$ cat src/rtl/ctrms_pkg.sv
// ctrms_pkg: widths, reset values, register codes, payload and state types
// of the RMS current meter. No dependencies.
`default_nettype none

package ctrms_pkg;

  localparam int SAMPLE_BITS  = 12;
  localparam int FRAC_BITS    = 10;
  localparam int CHANNEL_W    = 2;
  localparam int CHANNELS_DEF = 4;

  localparam int OFFSET_W = SAMPLE_BITS + FRAC_BITS + 1;
  localparam int DIFF_W   = OFFSET_W + 1;
  localparam int FILT_W   = DIFF_W - FRAC_BITS;
  localparam int SQ_W     = 2 * FILT_W;
  localparam int SUM_W    = 37;
  localparam int FILL_W   = 13;
  localparam int GAIN_W   = 32;

  localparam int RAD_SHIFT   = 16;
  localparam int ROOT_W      = (SUM_W + RAD_SHIFT + 1) / 2;
  localparam int RAD_W       = 2 * ROOT_W;
  localparam int ROOT_REM_W  = ROOT_W + 1;
  localparam int DIV_REM_W   = FILL_W;
  localparam int STEP_W      = $clog2(SUM_W);
  localparam int PROD_W      = GAIN_W + ROOT_W;
  localparam int SCALE_SHIFT = 8;

  localparam int CFG_ADDR_W = 3;
  localparam int CFG_DATA_W = 32;
  localparam int REG_IDX_W  = 1;

  localparam logic [REG_IDX_W-1:0] REG_SAMPLE_COUNT = 1'b0;
  localparam logic [REG_IDX_W-1:0] REG_CURRENT_GAIN = 1'b1;

  localparam logic [FILL_W-1:0]   SAMPLE_COUNT_RST = 13'd1480;
  localparam logic [GAIN_W-1:0]   CURRENT_GAIN_RST = 32'd1584;
  localparam logic [OFFSET_W-1:0] OFFSET_RST =
    OFFSET_W'(1) << (SAMPLE_BITS - 1 + FRAC_BITS);

  typedef struct packed {
    logic [CHANNEL_W-1:0]   channel;
    logic [SAMPLE_BITS-1:0] sample;
  } in_t;

  typedef struct packed {
    logic [CHANNEL_W-1:0] result_channel;
    logic [GAIN_W-1:0]    rms_current;
  } out_t;

  // One channel's word in the state memory.
  typedef struct packed {
    logic [OFFSET_W-1:0] offset;
    logic [SUM_W-1:0]    sum;
    logic [FILL_W-1:0]   fill;
  } entry_t;

  localparam entry_t ENTRY_RST = '{offset: OFFSET_RST, sum: '0, fill: '0};

  typedef struct packed {
    logic              start;
    logic [SUM_W-1:0]  dividend;
    logic [FILL_W-1:0] divisor;
  } root_req_t;

  typedef struct packed {
    logic              done;
    logic [ROOT_W-1:0] root;
  } root_rsp_t;

  typedef enum logic [2:0] {
    ST_IDLE,
    ST_OFFSET,
    ST_ROUND,
    ST_SQUARE,
    ST_WRITE,
    ST_ROOT,
    ST_SCALE,
    ST_EMIT
  } state_t;

  typedef enum logic [1:0] {
    RT_IDLE,
    RT_DIV,
    RT_SQRT,
    RT_DONE
  } root_state_t;

endpackage

`default_nettype wire

$ cat src/rtl/ctrms_root_unit.sv
// ctrms_root_unit: bit-serial floor(sum / fill), then bit-serial isqrt(mean << 16).
// Depends on ctrms_pkg.
`default_nettype none

module ctrms_root_unit (
  input  logic                 clk,
  input  logic                 rst_n,
  input  ctrms_pkg::root_req_t req,
  output ctrms_pkg::root_rsp_t rsp
);

  ctrms_pkg::root_state_t state_r, state_nxt;

  logic [ctrms_pkg::STEP_W-1:0]     step_r;
  logic [ctrms_pkg::SUM_W-1:0]      quot_r;
  logic [ctrms_pkg::DIV_REM_W-1:0]  drem_r;
  logic [ctrms_pkg::FILL_W-1:0]     divisor_r;
  logic [ctrms_pkg::RAD_W-1:0]      rad_r;
  logic [ctrms_pkg::ROOT_REM_W-1:0] srem_r;
  logic [ctrms_pkg::ROOT_W-1:0]     root_r;

  logic div_last, sqrt_last;
  logic load_div, div_step, load_sqrt, sqrt_step;

  // restoring divide step
  logic [ctrms_pkg::DIV_REM_W:0]   dshift, ddiff;
  logic                            dfit;
  logic [ctrms_pkg::DIV_REM_W-1:0] drem_nxt;
  logic [ctrms_pkg::SUM_W-1:0]     quot_nxt;

  // digit-by-digit root step, two radicand bits per step
  logic [ctrms_pkg::ROOT_REM_W+1:0] sshift, strial, sdiff;
  logic                             sfit;
  logic [ctrms_pkg::ROOT_REM_W-1:0] srem_nxt;
  logic [ctrms_pkg::ROOT_W-1:0]     root_nxt;

  assign div_last  = (step_r == ctrms_pkg::STEP_W'(ctrms_pkg::SUM_W - 1));
  assign sqrt_last = (step_r == ctrms_pkg::STEP_W'(ctrms_pkg::ROOT_W - 1));

  always_comb begin
    dshift   = {drem_r, quot_r[ctrms_pkg::SUM_W-1]};
    ddiff    = dshift - {1'b0, divisor_r};
    dfit     = (dshift >= {1'b0, divisor_r});
    drem_nxt = dfit ? ddiff[ctrms_pkg::DIV_REM_W-1:0] : dshift[ctrms_pkg::DIV_REM_W-1:0];
    quot_nxt = {quot_r[ctrms_pkg::SUM_W-2:0], dfit};
  end

  always_comb begin
    sshift   = {srem_r, rad_r[ctrms_pkg::RAD_W-1 -: 2]};
    strial   = (ctrms_pkg::ROOT_REM_W + 2)'({root_r, 2'b01});
    sdiff    = sshift - strial;
    sfit     = (sshift >= strial);
    srem_nxt = sfit ? sdiff[ctrms_pkg::ROOT_REM_W-1:0] : sshift[ctrms_pkg::ROOT_REM_W-1:0];
    root_nxt = {root_r[ctrms_pkg::ROOT_W-2:0], sfit};
  end

  // next state
  always_comb begin
    state_nxt = state_r;
    unique case (state_r)
      ctrms_pkg::RT_IDLE: if (req.start) state_nxt = ctrms_pkg::RT_DIV;
      ctrms_pkg::RT_DIV:  if (div_last)  state_nxt = ctrms_pkg::RT_SQRT;
      ctrms_pkg::RT_SQRT: if (sqrt_last) state_nxt = ctrms_pkg::RT_DONE;
      ctrms_pkg::RT_DONE: state_nxt = ctrms_pkg::RT_IDLE;
      default:            state_nxt = ctrms_pkg::RT_IDLE;
    endcase
  end

  // outputs
  always_comb begin
    load_div  = (state_r == ctrms_pkg::RT_IDLE) && req.start;
    div_step  = (state_r == ctrms_pkg::RT_DIV);
    load_sqrt = div_step && div_last;
    sqrt_step = (state_r == ctrms_pkg::RT_SQRT);
    rsp.done  = (state_r == ctrms_pkg::RT_DONE);
    rsp.root  = root_r;
  end

  always_ff @(posedge clk) begin
    if (!rst_n) begin
      state_r <= ctrms_pkg::RT_IDLE;
    end else begin
      state_r <= state_nxt;
    end
  end

  always_ff @(posedge clk) begin
    if (load_div) begin
      quot_r    <= req.dividend;
      divisor_r <= req.divisor;
      drem_r    <= '0;
      step_r    <= '0;
    end else if (div_step) begin
      quot_r <= quot_nxt;
      drem_r <= drem_nxt;
      step_r <= div_last ? '0 : step_r + ctrms_pkg::STEP_W'(1);
    end else if (sqrt_step) begin
      step_r <= step_r + ctrms_pkg::STEP_W'(1);
    end

    if (load_sqrt) begin
      rad_r  <= ctrms_pkg::RAD_W'({quot_nxt, {ctrms_pkg::RAD_SHIFT{1'b0}}});
      srem_r <= '0;
      root_r <= '0;
    end else if (sqrt_step) begin
      rad_r  <= rad_r << 2;
      srem_r <= srem_nxt;
      root_r <= root_nxt;
    end
  end

endmodule

`default_nettype wire

$ cat src/rtl/ct_rms_current_meter_core.sv
// ct_rms_current_meter_core: per-channel DC offset removal, windowed sum of squares
// and RMS current output. Depends on ctrms_pkg and ctrms_root_unit.
//
// Usage:
//  - Input (in_valid / in_stall / in_data): one converter sample with its channel tag
//    per transfer. A sample whose channel is not below CHANNELS is taken and dropped.
//  - Output (out_valid / out_stall / out_data): one transfer per closed window,
//    carrying the channel and its RMS current in unsigned Q16.16.
//  - APB port: sample_count at 0x0 (0 acts as 1), current_gain at 0x4; pready is
//    tied high. Write only while the block is idle.
//  - Per-channel state sits in a small synchronous memory: a read at the transfer,
//    then offset, round, square and accumulate-plus-write-back, each in its own state.
//  - The input stalls until a sample is done: one that closes no window passes the
//    offset, round, square and write states; a closing one then waits for the 37 divide
//    steps and 27 square root steps of the shared bit-serial unit, then scale and emit.
//  - The result sits in an output register; a stalled receiver only holds back the
//    next closing sample, which waits in the emit state until the register frees up.
//  - Reset: every channel reads as offset midscale, empty sum and fill (valid bits
//    cleared by the synchronous reset), registers return to 1480 and 1584.
`default_nettype none

module ct_rms_current_meter_core #(
  parameter int CHANNELS = ctrms_pkg::CHANNELS_DEF
) (
  input  logic                             clk,
  input  logic                             rst_n,
  // sample input
  input  logic                             in_valid,
  output logic                             in_stall,
  input  ctrms_pkg::in_t                   in_data,
  // result output
  output logic                             out_valid,
  input  logic                             out_stall,
  output ctrms_pkg::out_t                  out_data,
  // configuration
  input  logic                             psel,
  input  logic                             penable,
  input  logic                             pwrite,
  input  logic [ctrms_pkg::CFG_ADDR_W-1:0] paddr,
  input  logic [ctrms_pkg::CFG_DATA_W-1:0] pwdata,
  output logic [ctrms_pkg::CFG_DATA_W-1:0] prdata,
  output logic                             pready
);

  localparam int CH_W = (CHANNELS > 1) ? $clog2(CHANNELS) : 1;

  // ---------------------------------------------------------------- config
  logic [ctrms_pkg::FILL_W-1:0]    cfg_count_r;
  logic [ctrms_pkg::GAIN_W-1:0]    cfg_gain_r;
  logic [ctrms_pkg::REG_IDX_W-1:0] reg_idx;
  logic                            cfg_wr;

  assign pready  = 1'b1;
  assign reg_idx = paddr[ctrms_pkg::CFG_ADDR_W-1:2];
  assign cfg_wr  = psel && penable && pwrite && pready;

  always_ff @(posedge clk) begin
    if (!rst_n) begin
      cfg_count_r <= ctrms_pkg::SAMPLE_COUNT_RST;
      cfg_gain_r  <= ctrms_pkg::CURRENT_GAIN_RST;
    end else if (cfg_wr) begin
      unique case (reg_idx)
        ctrms_pkg::REG_SAMPLE_COUNT: cfg_count_r <= pwdata[ctrms_pkg::FILL_W-1:0];
        ctrms_pkg::REG_CURRENT_GAIN: cfg_gain_r  <= pwdata[ctrms_pkg::GAIN_W-1:0];
        default: ;
      endcase
    end
  end

  always_comb begin
    unique case (reg_idx)
      ctrms_pkg::REG_SAMPLE_COUNT: prdata = ctrms_pkg::CFG_DATA_W'(cfg_count_r);
      ctrms_pkg::REG_CURRENT_GAIN: prdata = ctrms_pkg::CFG_DATA_W'(cfg_gain_r);
      default:                     prdata = '0;
    endcase
  end

  // ---------------------------------------------------------------- control
  ctrms_pkg::state_t state_r, state_nxt;

  logic in_xfer, in_range, rd_en;
  logic mem_we, off_en, filt_en, sq_en, prod_en, root_start, out_load, out_free;
  logic win_done;

  ctrms_pkg::root_req_t root_req;
  ctrms_pkg::root_rsp_t root_rsp;

  assign in_xfer  = in_valid && !in_stall;
  assign in_range = (32'(in_data.channel) < CHANNELS);
  assign rd_en    = in_xfer && in_range;

  logic                     out_vld_r;
  ctrms_pkg::out_t          out_data_r;

  assign out_free = !out_vld_r || !out_stall;

  always_comb begin
    state_nxt = state_r;
    unique case (state_r)
      ctrms_pkg::ST_IDLE:   if (rd_en) state_nxt = ctrms_pkg::ST_OFFSET;
      ctrms_pkg::ST_OFFSET: state_nxt = ctrms_pkg::ST_ROUND;
      ctrms_pkg::ST_ROUND:  state_nxt = ctrms_pkg::ST_SQUARE;
      ctrms_pkg::ST_SQUARE: state_nxt = ctrms_pkg::ST_WRITE;
      ctrms_pkg::ST_WRITE:  state_nxt = win_done ? ctrms_pkg::ST_ROOT : ctrms_pkg::ST_IDLE;
      ctrms_pkg::ST_ROOT:   if (root_rsp.done) state_nxt = ctrms_pkg::ST_SCALE;
      ctrms_pkg::ST_SCALE:  state_nxt = ctrms_pkg::ST_EMIT;
      ctrms_pkg::ST_EMIT:   if (out_free) state_nxt = ctrms_pkg::ST_IDLE;
      default:              state_nxt = ctrms_pkg::ST_IDLE;
    endcase
  end

  always_comb begin
    in_stall   = (state_r != ctrms_pkg::ST_IDLE);
    off_en     = (state_r == ctrms_pkg::ST_OFFSET);
    filt_en    = (state_r == ctrms_pkg::ST_ROUND);
    sq_en      = (state_r == ctrms_pkg::ST_SQUARE);
    mem_we     = (state_r == ctrms_pkg::ST_WRITE);
    root_start = (state_r == ctrms_pkg::ST_WRITE) && win_done;
    prod_en    = (state_r == ctrms_pkg::ST_SCALE);
    out_load   = (state_r == ctrms_pkg::ST_EMIT) && out_free;
  end

  always_ff @(posedge clk) begin
    if (!rst_n) begin
      state_r <= ctrms_pkg::ST_IDLE;
    end else begin
      state_r <= state_nxt;
    end
  end

  // ---------------------------------------------------------------- state memory
  ctrms_pkg::entry_t state_mem [CHANNELS];
  ctrms_pkg::entry_t mem_q_r;
  ctrms_pkg::entry_t cur_entry;
  ctrms_pkg::entry_t wr_entry;
  logic [CHANNELS-1:0] vld_r;
  logic                rd_vld_r;
  logic [CH_W-1:0]     rd_idx;

  logic [CH_W-1:0]                  idx_r;
  logic [ctrms_pkg::CHANNEL_W-1:0]  chan_r;
  logic [ctrms_pkg::SAMPLE_BITS-1:0] smp_r;

  assign rd_idx = CH_W'(in_data.channel);

  always_ff @(posedge clk) begin
    if (mem_we) begin
      state_mem[idx_r] <= wr_entry;
    end
    if (rd_en) begin
      mem_q_r  <= state_mem[rd_idx];
      rd_vld_r <= vld_r[rd_idx];
      idx_r    <= rd_idx;
      chan_r   <= in_data.channel;
      smp_r    <= in_data.sample;
    end
  end

  // an entry never written since reset reads as the reset state
  always_ff @(posedge clk) begin
    if (!rst_n) begin
      vld_r <= '0;
    end else if (mem_we) begin
      vld_r[idx_r] <= 1'b1;
    end
  end

  assign cur_entry = rd_vld_r ? mem_q_r : ctrms_pkg::ENTRY_RST;

  // ---------------------------------------------------------------- datapath
  logic signed [ctrms_pkg::DIFF_W-1:0] smp_q, diff, step, diff2, rnd, rnd_sh;
  logic [ctrms_pkg::OFFSET_W-1:0]      off_r;
  logic signed [ctrms_pkg::FILT_W-1:0] filt_r;
  logic signed [ctrms_pkg::SQ_W-1:0]   sq_r;
  logic [ctrms_pkg::SUM_W-1:0]         sum_new;
  logic [ctrms_pkg::FILL_W-1:0]        fill_new, limit;

  // sample in Q.10
  assign smp_q = $signed(ctrms_pkg::DIFF_W'({smp_r, {ctrms_pkg::FRAC_BITS{1'b0}}}));

  // offset += floor((sample - offset) / 1024)
  assign diff = smp_q - $signed({1'b0, cur_entry.offset});
  assign step = diff >>> ctrms_pkg::FRAC_BITS;

  // offset-free sample, rounded half up to an integer
  assign diff2  = smp_q - $signed({1'b0, off_r});
  assign rnd    = diff2 + $signed(ctrms_pkg::DIFF_W'(1 << (ctrms_pkg::FRAC_BITS - 1)));
  assign rnd_sh = rnd >>> ctrms_pkg::FRAC_BITS;

  always_ff @(posedge clk) begin
    if (off_en) begin
      off_r <= cur_entry.offset + step[ctrms_pkg::OFFSET_W-1:0];
    end
    if (filt_en) begin
      filt_r <= rnd_sh[ctrms_pkg::FILT_W-1:0];
    end
    if (sq_en) begin
      sq_r <= ctrms_pkg::SQ_W'(filt_r) * ctrms_pkg::SQ_W'(filt_r);
    end
  end

  assign sum_new  = cur_entry.sum + ctrms_pkg::SUM_W'($unsigned(sq_r));
  assign fill_new = cur_entry.fill + ctrms_pkg::FILL_W'(1);
  assign limit    = (cfg_count_r == '0) ? ctrms_pkg::FILL_W'(1) : cfg_count_r;
  assign win_done = (fill_new >= limit);

  always_comb begin
    wr_entry.offset = off_r;
    wr_entry.sum    = win_done ? '0 : sum_new;
    wr_entry.fill   = win_done ? '0 : fill_new;
  end

  // ---------------------------------------------------------------- mean and root
  always_comb begin
    root_req.start    = root_start;
    root_req.dividend = sum_new;
    root_req.divisor  = fill_new;
  end

  ctrms_root_unit u_root (
    .clk (clk),
    .rst_n (rst_n),
    .req (root_req),
    .rsp (root_rsp)
  );

  // ---------------------------------------------------------------- scale and output
  localparam int SCALED_W = ctrms_pkg::PROD_W - ctrms_pkg::SCALE_SHIFT;

  logic [ctrms_pkg::PROD_W-1:0] prod_r;
  logic [SCALED_W-1:0]          scaled;
  logic [ctrms_pkg::GAIN_W-1:0] rms_sat;

  always_ff @(posedge clk) begin
    if (prod_en) begin
      prod_r <= ctrms_pkg::PROD_W'(cfg_gain_r) * ctrms_pkg::PROD_W'(root_rsp.root);
    end
  end

  assign scaled  = prod_r[ctrms_pkg::PROD_W-1:ctrms_pkg::SCALE_SHIFT];
  assign rms_sat = (|scaled[SCALED_W-1:ctrms_pkg::GAIN_W]) ? '1
                                                            : scaled[ctrms_pkg::GAIN_W-1:0];

  always_ff @(posedge clk) begin
    if (!rst_n) begin
      out_vld_r <= 1'b0;
    end else if (out_load) begin
      out_vld_r <= 1'b1;
    end else if (!out_stall) begin
      out_vld_r <= 1'b0;
    end
  end

  always_ff @(posedge clk) begin
    if (out_load) begin
      out_data_r.result_channel <= chan_r;
      out_data_r.rms_current    <= rms_sat;
    end
  end

  assign out_valid = out_vld_r;
  assign out_data  = out_data_r;

endmodule

`default_nettype wire

$ cat config.mk
export PLATFORM = sky130hd
export DESIGN_NAME = ct_rms_current_meter_core
export DESIGN_NICKNAME = d
export VERILOG_FILES = /design/src/rtl/ctrms_pkg.sv /design/src/rtl/ctrms_root_unit.sv /design/src/rtl/ct_rms_current_meter_core.sv
export SDC_FILE = /design/constraint.sdc
export NUM_CORES = 2
export LEC_CHECK = 0
export BUFFER_PORTS_ARGS = -buffer_cell sky130_fd_sc_hd__buf_2
export CELL_PAD_IN_SITES_DETAIL_PLACEMENT = 2
export CELL_PAD_IN_SITES_GLOBAL_PLACEMENT = 2
export CORE_UTILIZATION = 30
export CTS_CLUSTER_SIZE = 28
export DETAILED_ROUTE_END_ITERATION = 10
export GPL_ROUTABILITY_DRIVEN = 0
export PLACE_DENSITY = 0.67
export SLEW_MARGIN = 5
export SYNTH_ARGS = -nofsm -noshare
export SYNTH_HDL_FRONTEND = slang
export SYNTH_SLANG_ARGS = --single-unit
$ cat constraint.sdc
create_clock -name clk -period 9.4 [get_ports clk]
set_clock_uncertainty 0.05 [all_clocks]
set_input_delay 0.47 -clock clk [delete_from_list [all_inputs] [get_ports clk]]
set_output_delay 0.47 -clock clk [all_outputs]
set_load 0.005 [all_outputs]
# Word level (Yosys, flattened, before mapping)
# Memory sizes are Yosys's and may differ from the RTL's. A register that Yosys moved wholly into a read port is not among the register bits.
# Cells that the tools add are included.
[op_classes]
addsub = 9
mul = 2
n_lt_le_gt_ge = 6
n_eq_ne = 19
mux = 31
n_bitwise = 2
reduce_logical = 24
[op_table]
columns = ["cell", "n"]
rows = [
  ["37-bit 2-to-1 mux", 3],
  ["53-bit 2-to-1 mux", 2],
  ["73-bit 2-to-1 mux", 1],
  ["32-bit case mux with 2 select lines", 1],
  ["32-bit by 27-bit multiplier with 59-bit output", 1],
  ["22-bit by 23-bit subtractor with 24-bit output", 2],
  ["13-bit 2-to-1 mux", 3],
  ["37-bit by 28-bit adder with 37-bit output", 1],
  ["30-bit by 29-bit >= comparator with 1-bit output", 1],
  ["14-bit by 14-bit multiplier with 28-bit output", 1],
  ["28-bit 2-to-1 mux", 1],
  ["28-bit subtractor", 1],
  ["24-bit by 11-bit adder with 24-bit output, second input constant", 1],
  ["3-bit case mux with 8 select lines", 1],
  ["23-bit adder", 1],
  ["19-bit OR reduction", 1],
  ["6-bit 2-to-1 mux", 3],
  ["14-bit by 13-bit >= comparator with 1-bit output", 1],
  ["13-bit by 1-bit adder with 13-bit output, second input constant", 1],
  ["13-bit >= comparator", 1],
  ["13-bit zero test", 1],
  ["13-bit subtractor", 1],
  ["3-bit equality test, second input constant", 4],
  ["3-bit 2-to-1 mux", 4],
  ["other kinds (27)", 55],
]
[totals]
ff_bits = 390
ramBits = 292
input_bits = 56
out_inout_bits = 69
wordCells = 117
mem_count = 1
[mem_list]
columns = ["memory", "words", "word_bits", "read_ports", "rd_clocked_by_memory_dff", "write_ports", "line_no", "source"]
rows = [
  ["state_mem", 4, 73, 1, 1, 1, "ct_rms_current_meter_core.sv:132", "ctrms_pkg::entry_t state_mem [CHANNELS];"],
]

# Longest topological paths before layout
[logic_depth]
depth_word = 6
depth_mapped = 27
ltp_nobuf = 25

# Cells and area by module
# From an unflattened synthesis, not the netlist that was laid out.
[unflattened]
cells_unflattened = 6365
hier_area_um2 = 67569.8
[by_module_without_submodules]
columns = ["module", "n_inst", "cells_per_inst", "area_each_um2", "seq_area_each_um2"]
rows = [
  ["ct_rms_current_meter_core", 1, 5422, 58516.1, 16946.3],
  ["ctrms_root_unit", 1, 943, 9053.7, 4154.0],
]

# Worst setup path after synthesis
# Ideal clock, no wire load.
[synth_timing]
path_kind = "reg2reg"
startpoint = "reg cfg_gain_r[13] in the netlist's numbering"
endpoint = "reg prod_r[46] in the netlist's numbering, data pin"
setup_ps = 262
arrival_ps = 6623
t_required_ps = 9088
slack_ps = 2464
path_stages_with_launch = 26
path_buffers = 2
synth_period_minus_slack_ps = 6936
path_cell_list = "dfxtp_1 clkbuf_1 clkbuf_1 nand2_1 fa_1 inv_1 fa_1 inv_1 fa_1 inv_1 fa_1 inv_1 fa_1 inv_1 fa_1 fa_1 ha_1 a21o_1 a31oi_1 o221ai_1 a2111oi_4 nor2_2 a41o_1 a211oi_2 o21bai_1 xor2_1"
[synth_via]
elab_chain_cells = 1
[synth_rtl]
columns = ["element", "line_no", "source"]
rows = [
  ["start, declared", "ct_rms_current_meter_core.sv:49", "logic [ctrms_pkg::GAIN_W-1:0] cfg_gain_r;"],
  ["start signal, assigned", "ct_rms_current_meter_core.sv:60", "cfg_gain_r <= ctrms_pkg::CURRENT_GAIN_RST;"],
  ["start signal, assigned", "ct_rms_current_meter_core.sv:64", "ctrms_pkg::REG_CURRENT_GAIN: cfg_gain_r <= pwdata[ctrms_pkg::GAIN_W-1:0];"],
  ["32-bit by 27-bit multiplier with 59-bit output", "ct_rms_current_meter_core.sv:236", "prod_r <= ctrms_pkg::PROD_W'(cfg_gain_r) * ctrms_pkg::PROD_W'(root_rsp.root);"],
  ["end signal, assigned", "ct_rms_current_meter_core.sv:236", ""],
  ["end, declared", "ct_rms_current_meter_core.sv:230", "logic [ctrms_pkg::PROD_W-1:0] prod_r;"],
]
# Every way passes these cells.
# A chain may end at the register's enable or synchronous reset.

# Worst setup path after layout
[layout_timing]
startpoint = "reg u_root.root_r[18] in the netlist's numbering"
endpoint = "reg prod_r[58] in the netlist's numbering, data pin"
[layout_via]
elab_chain_cells = 1
[layout_rtl]
columns = ["element", "line_no", "source"]
rows = [
  ["start, declared", "ctrms_root_unit.sv:20", "logic [ctrms_pkg::ROOT_W-1:0] root_r;"],
  ["start signal, assigned", "ctrms_root_unit.sv:108", "root_r <= root_nxt;"],
  ["32-bit by 27-bit multiplier with 59-bit output", "ct_rms_current_meter_core.sv:236", ""],
]
# Every way passes these cells.

==> metrics <==
outcome complete, no violations; vias per cell 4.84; vias in the first global route 53,733; RSZ-0062 raised after global routing false; CTS tree done; CP bufs+invs 4; Port Buf Inserts ~120; mean post-synth cell area 10.5 um^2; First-pass DRT Iterations 5; area of the multi-input gates just over 40,000 um^2; WP data arrival 8.36 ns; Initial Util 0.302; # setup viols final 0; clock-pin slew on the worst setup and hold paths 0.06 ns; crit path cell chain buf_4 -> nand2_1 -> fa_1 -> inv_1 -> fa_1 -> fa_1 -> fa_1 -> fa_1 -> fa_1 -> inv_1 -> fa_1 -> inv_1 -> ha_1 -> a21oi_1 -> o21ai_0 -> or2_2 -> o31a_1 -> o21ai_2 -> o2111ai_1 -> a21oi_1 -> xnor2_1; Post-CTS Setup Bufs 0; most frequent cells in the layout inv_1 (1,136), nand2_1 (926), fa_1 (926); commonest non-fill, non-tap cell in the layout inv_1; startpoint types register; Post-synth EDFFs 616; Slew Viols, Final 0; Setup TNS Final 0 ns; HPWL after DPL 166,000 um; max-cap violations 0; Area Overhead vs Synth 11.2%; drt drc 0; CTS Buf Count 86; top cells by area, synth fa_1 (28%), edfxtp_1 (27%), ha_1 (7.3%), inv_1 (6.3%), nand2_1 (5.2%); GRT Total Usage 0.194; Critical Path End Type register; share of layout cells above drive strength 1 0.0809; Worst path max stage delay 1.04 ns; worst relative slew slack 0.209; Worst-Skew Late Latency 0.71 ns; Yosys top cell area share 0.276; CTS H-tree lvls 3; cell taking the most area after synthesis fa_1; clock period minus worst slack 7.96 ns; cell area after synthesis 67,300 um^2; Rows 173; final WL 213,000 um; die height 476 um; Synthesized Nets 7,780; Hold Vio Cnt, Final 0; synth unique cells 86; yosys warns 0; CP required 9.79 ns; Pleak 32.4 nW; Synth Area in Simple Gates 0.136; Nets 7,842; hold_buf cts 37; Routed wire per std cell around 22 um; adder-cell share of the synthesized area 0.348; mux share of post-synthesis cell area 0.0326; initial antenna violation count 17; synthesized instance count roughly 6,400; pre-CTS setup slack 1.39 ns; critical path's slowest cell dfxtp_1; pwr dens around 330 nW/um^2; Detail Route Antenna Nets 0; Die X approximately 480 um; routed vias 46,099; cell mode on critical path fa_1; clock share of power 0.141; grt ovf 0; Final period util 0.847; FF/Latch Area between 20,000 and 25,000 um^2; largest family of logic cells by synthesized area adder cells; Worst path top cell family by delay adder cells; sequential share of the synthesized area 0.314; combinational share of power 0.648; PnR worst setup slack 1.44 ns; Sw Ratio 0.454; Hold Crit Class input pin to register; cells resized by post-CTS repair 0; FILL cells between 20,000 and 25,000; die area 226,000 um^2; internal power 13.4 mW; worst-path maximum fanout 16; Core ar. 223,000 um^2; asr flop ratio synth 0; WP depth 21; Synth Area in Compound Gates 0.0637; P_sw 11.2 mW; ys flop type edfxtp_1; Hold Path Cell Cnt 3; Reg power frac 0.210; Bufs on Longest Clock Path 3; I/O pins 125; synthesized flop and latch total 746; critical path type register to register; largest net degree at the start of global routing 78; fmax between 100 and 150 MHz; Slew @ Worst Pin about 1.2 ns; worst-case reg-to-reg path depth 21; Synth Area in XOR/XNOR 0.0245; DR iter-0 viols 2,447; root buffer cell clkbuf_16; VDD IR max 1010 uV; clock sink count 746; first-pass GRT wire length roughly 330,000 um
==> worst min-delay path, delay by kind of cell <==
family                 cells  cell delay [ns]
buffers and inverters      1             0.10
AND/OR/NAND/NOR            1             0.09
AO/OA/AOI/OAI              1             0.09
==> final cells by class <==
cell class              instances  share of cell area
clock buffers                 105              0.0301
inverters                    1137              0.0570
diodes                          3            0.000100
clock inverters                55             0.00841
repair buffers                291              0.0275
well taps                    2975              0.0497
flip-flops and latches        746               0.282
multi-input cells            4207               0.545
==> power groups by stage <==
stage	clock network [mW]	registers [mW]	logic, mW
after floorplan	0	5.00	11.8
after global placement	0	5.22	15.0
after detailed placement	0	5.25	16.0
after CTS	3.60	5.18	16.2
after global routing	3.69	5.20	18.0
final	3.48	5.17	15.9
==> cell families (layout without fill, tap and decap cells) <==
logic type	Yosys count	in the layout
other cells	1	4
flops	746	746
buf+inv	1454	1588
mux	126	126
xor+xnor	188	188
fa+ha+maj	1317	1317
compound gates	645	645
simple gates	1930	1930
==> synthesized netlist by cell type, types with 58 or more instances <==
library cell / n
a21oi_1: 156
edfxtp_1: 616
ha_1: 391
nor2_1: 230
and2_1: 460
inv_1: 1136
fa_1: 926
nand2_1: 926
xor2_1: 76
clkbuf_1: 292
mux4_2: 74
nor3_1: 58
xnor2_1: 112
o21ai_0: 139
dfxtp_1: 130
==> path summary, 6_finish.rpt <==
| check | slack (ns) | from | to |
|---|---|---|---|
| max | 1.44 | u_root.root_r[18] | prod_r[58] |
| min | 0.05 | pwdata[25] | cfg_gain_r[25] |
| max reg2reg | 1.44 | u_root.root_r[18] | prod_r[58] |
| min reg2reg | 0.43 | cfg_count_r[5] | cfg_count_r[5] |
==> registers in the layout (all words and copies together) (netlist names), 2 cells and up <==
register,flops
state_r,3
sq_r,27
cfg_count_r,13
u_root.srem_r,28
vld_r,4
chan_r,2
u_root.root_r,27
u_root.rad_r,38
u_root.divisor_r,13
u_root.drem_r,13
u_root.state_r,2
prod_r,51
u_root.step_r,6
state_mem,292
mem_q_r,73
out_data,34
cfg_gain_r,32
filt_r,14
off_r,23
smp_r,12
u_root.quot_r,37
==> per-layer routing <==
layer | track usage | part of all wire | up-vias
li1 | - | - | 20490
met1 | 0.247 | 0.43 | 24703
met2 | 0.344 | 0.51 | 689
met3 | 0.0214 | 0.033 | 215
met4 | 0.0526 | 0.026 | 2
met5 | 0 | 0.000042 | -
==> stage by stage <==
stage,cells,cell area [um^2],hold slack [ns],power [mW],util
2_1_floorplan,6407,67300,0.385,16.8,-
3_3_place_gp,9319,71600,0.392,20.2,0.322
3_5_place_dp,9319,71600,0.414,21.3,0.322
4_1_cts,9516,74800,0.00422,25.0,0.336
5_1_grt,9519,74800,0.0315,26.9,0.336
6_report,9519,74800,0.0459,24.6,0.336
(Power assumes the default switching activity.)
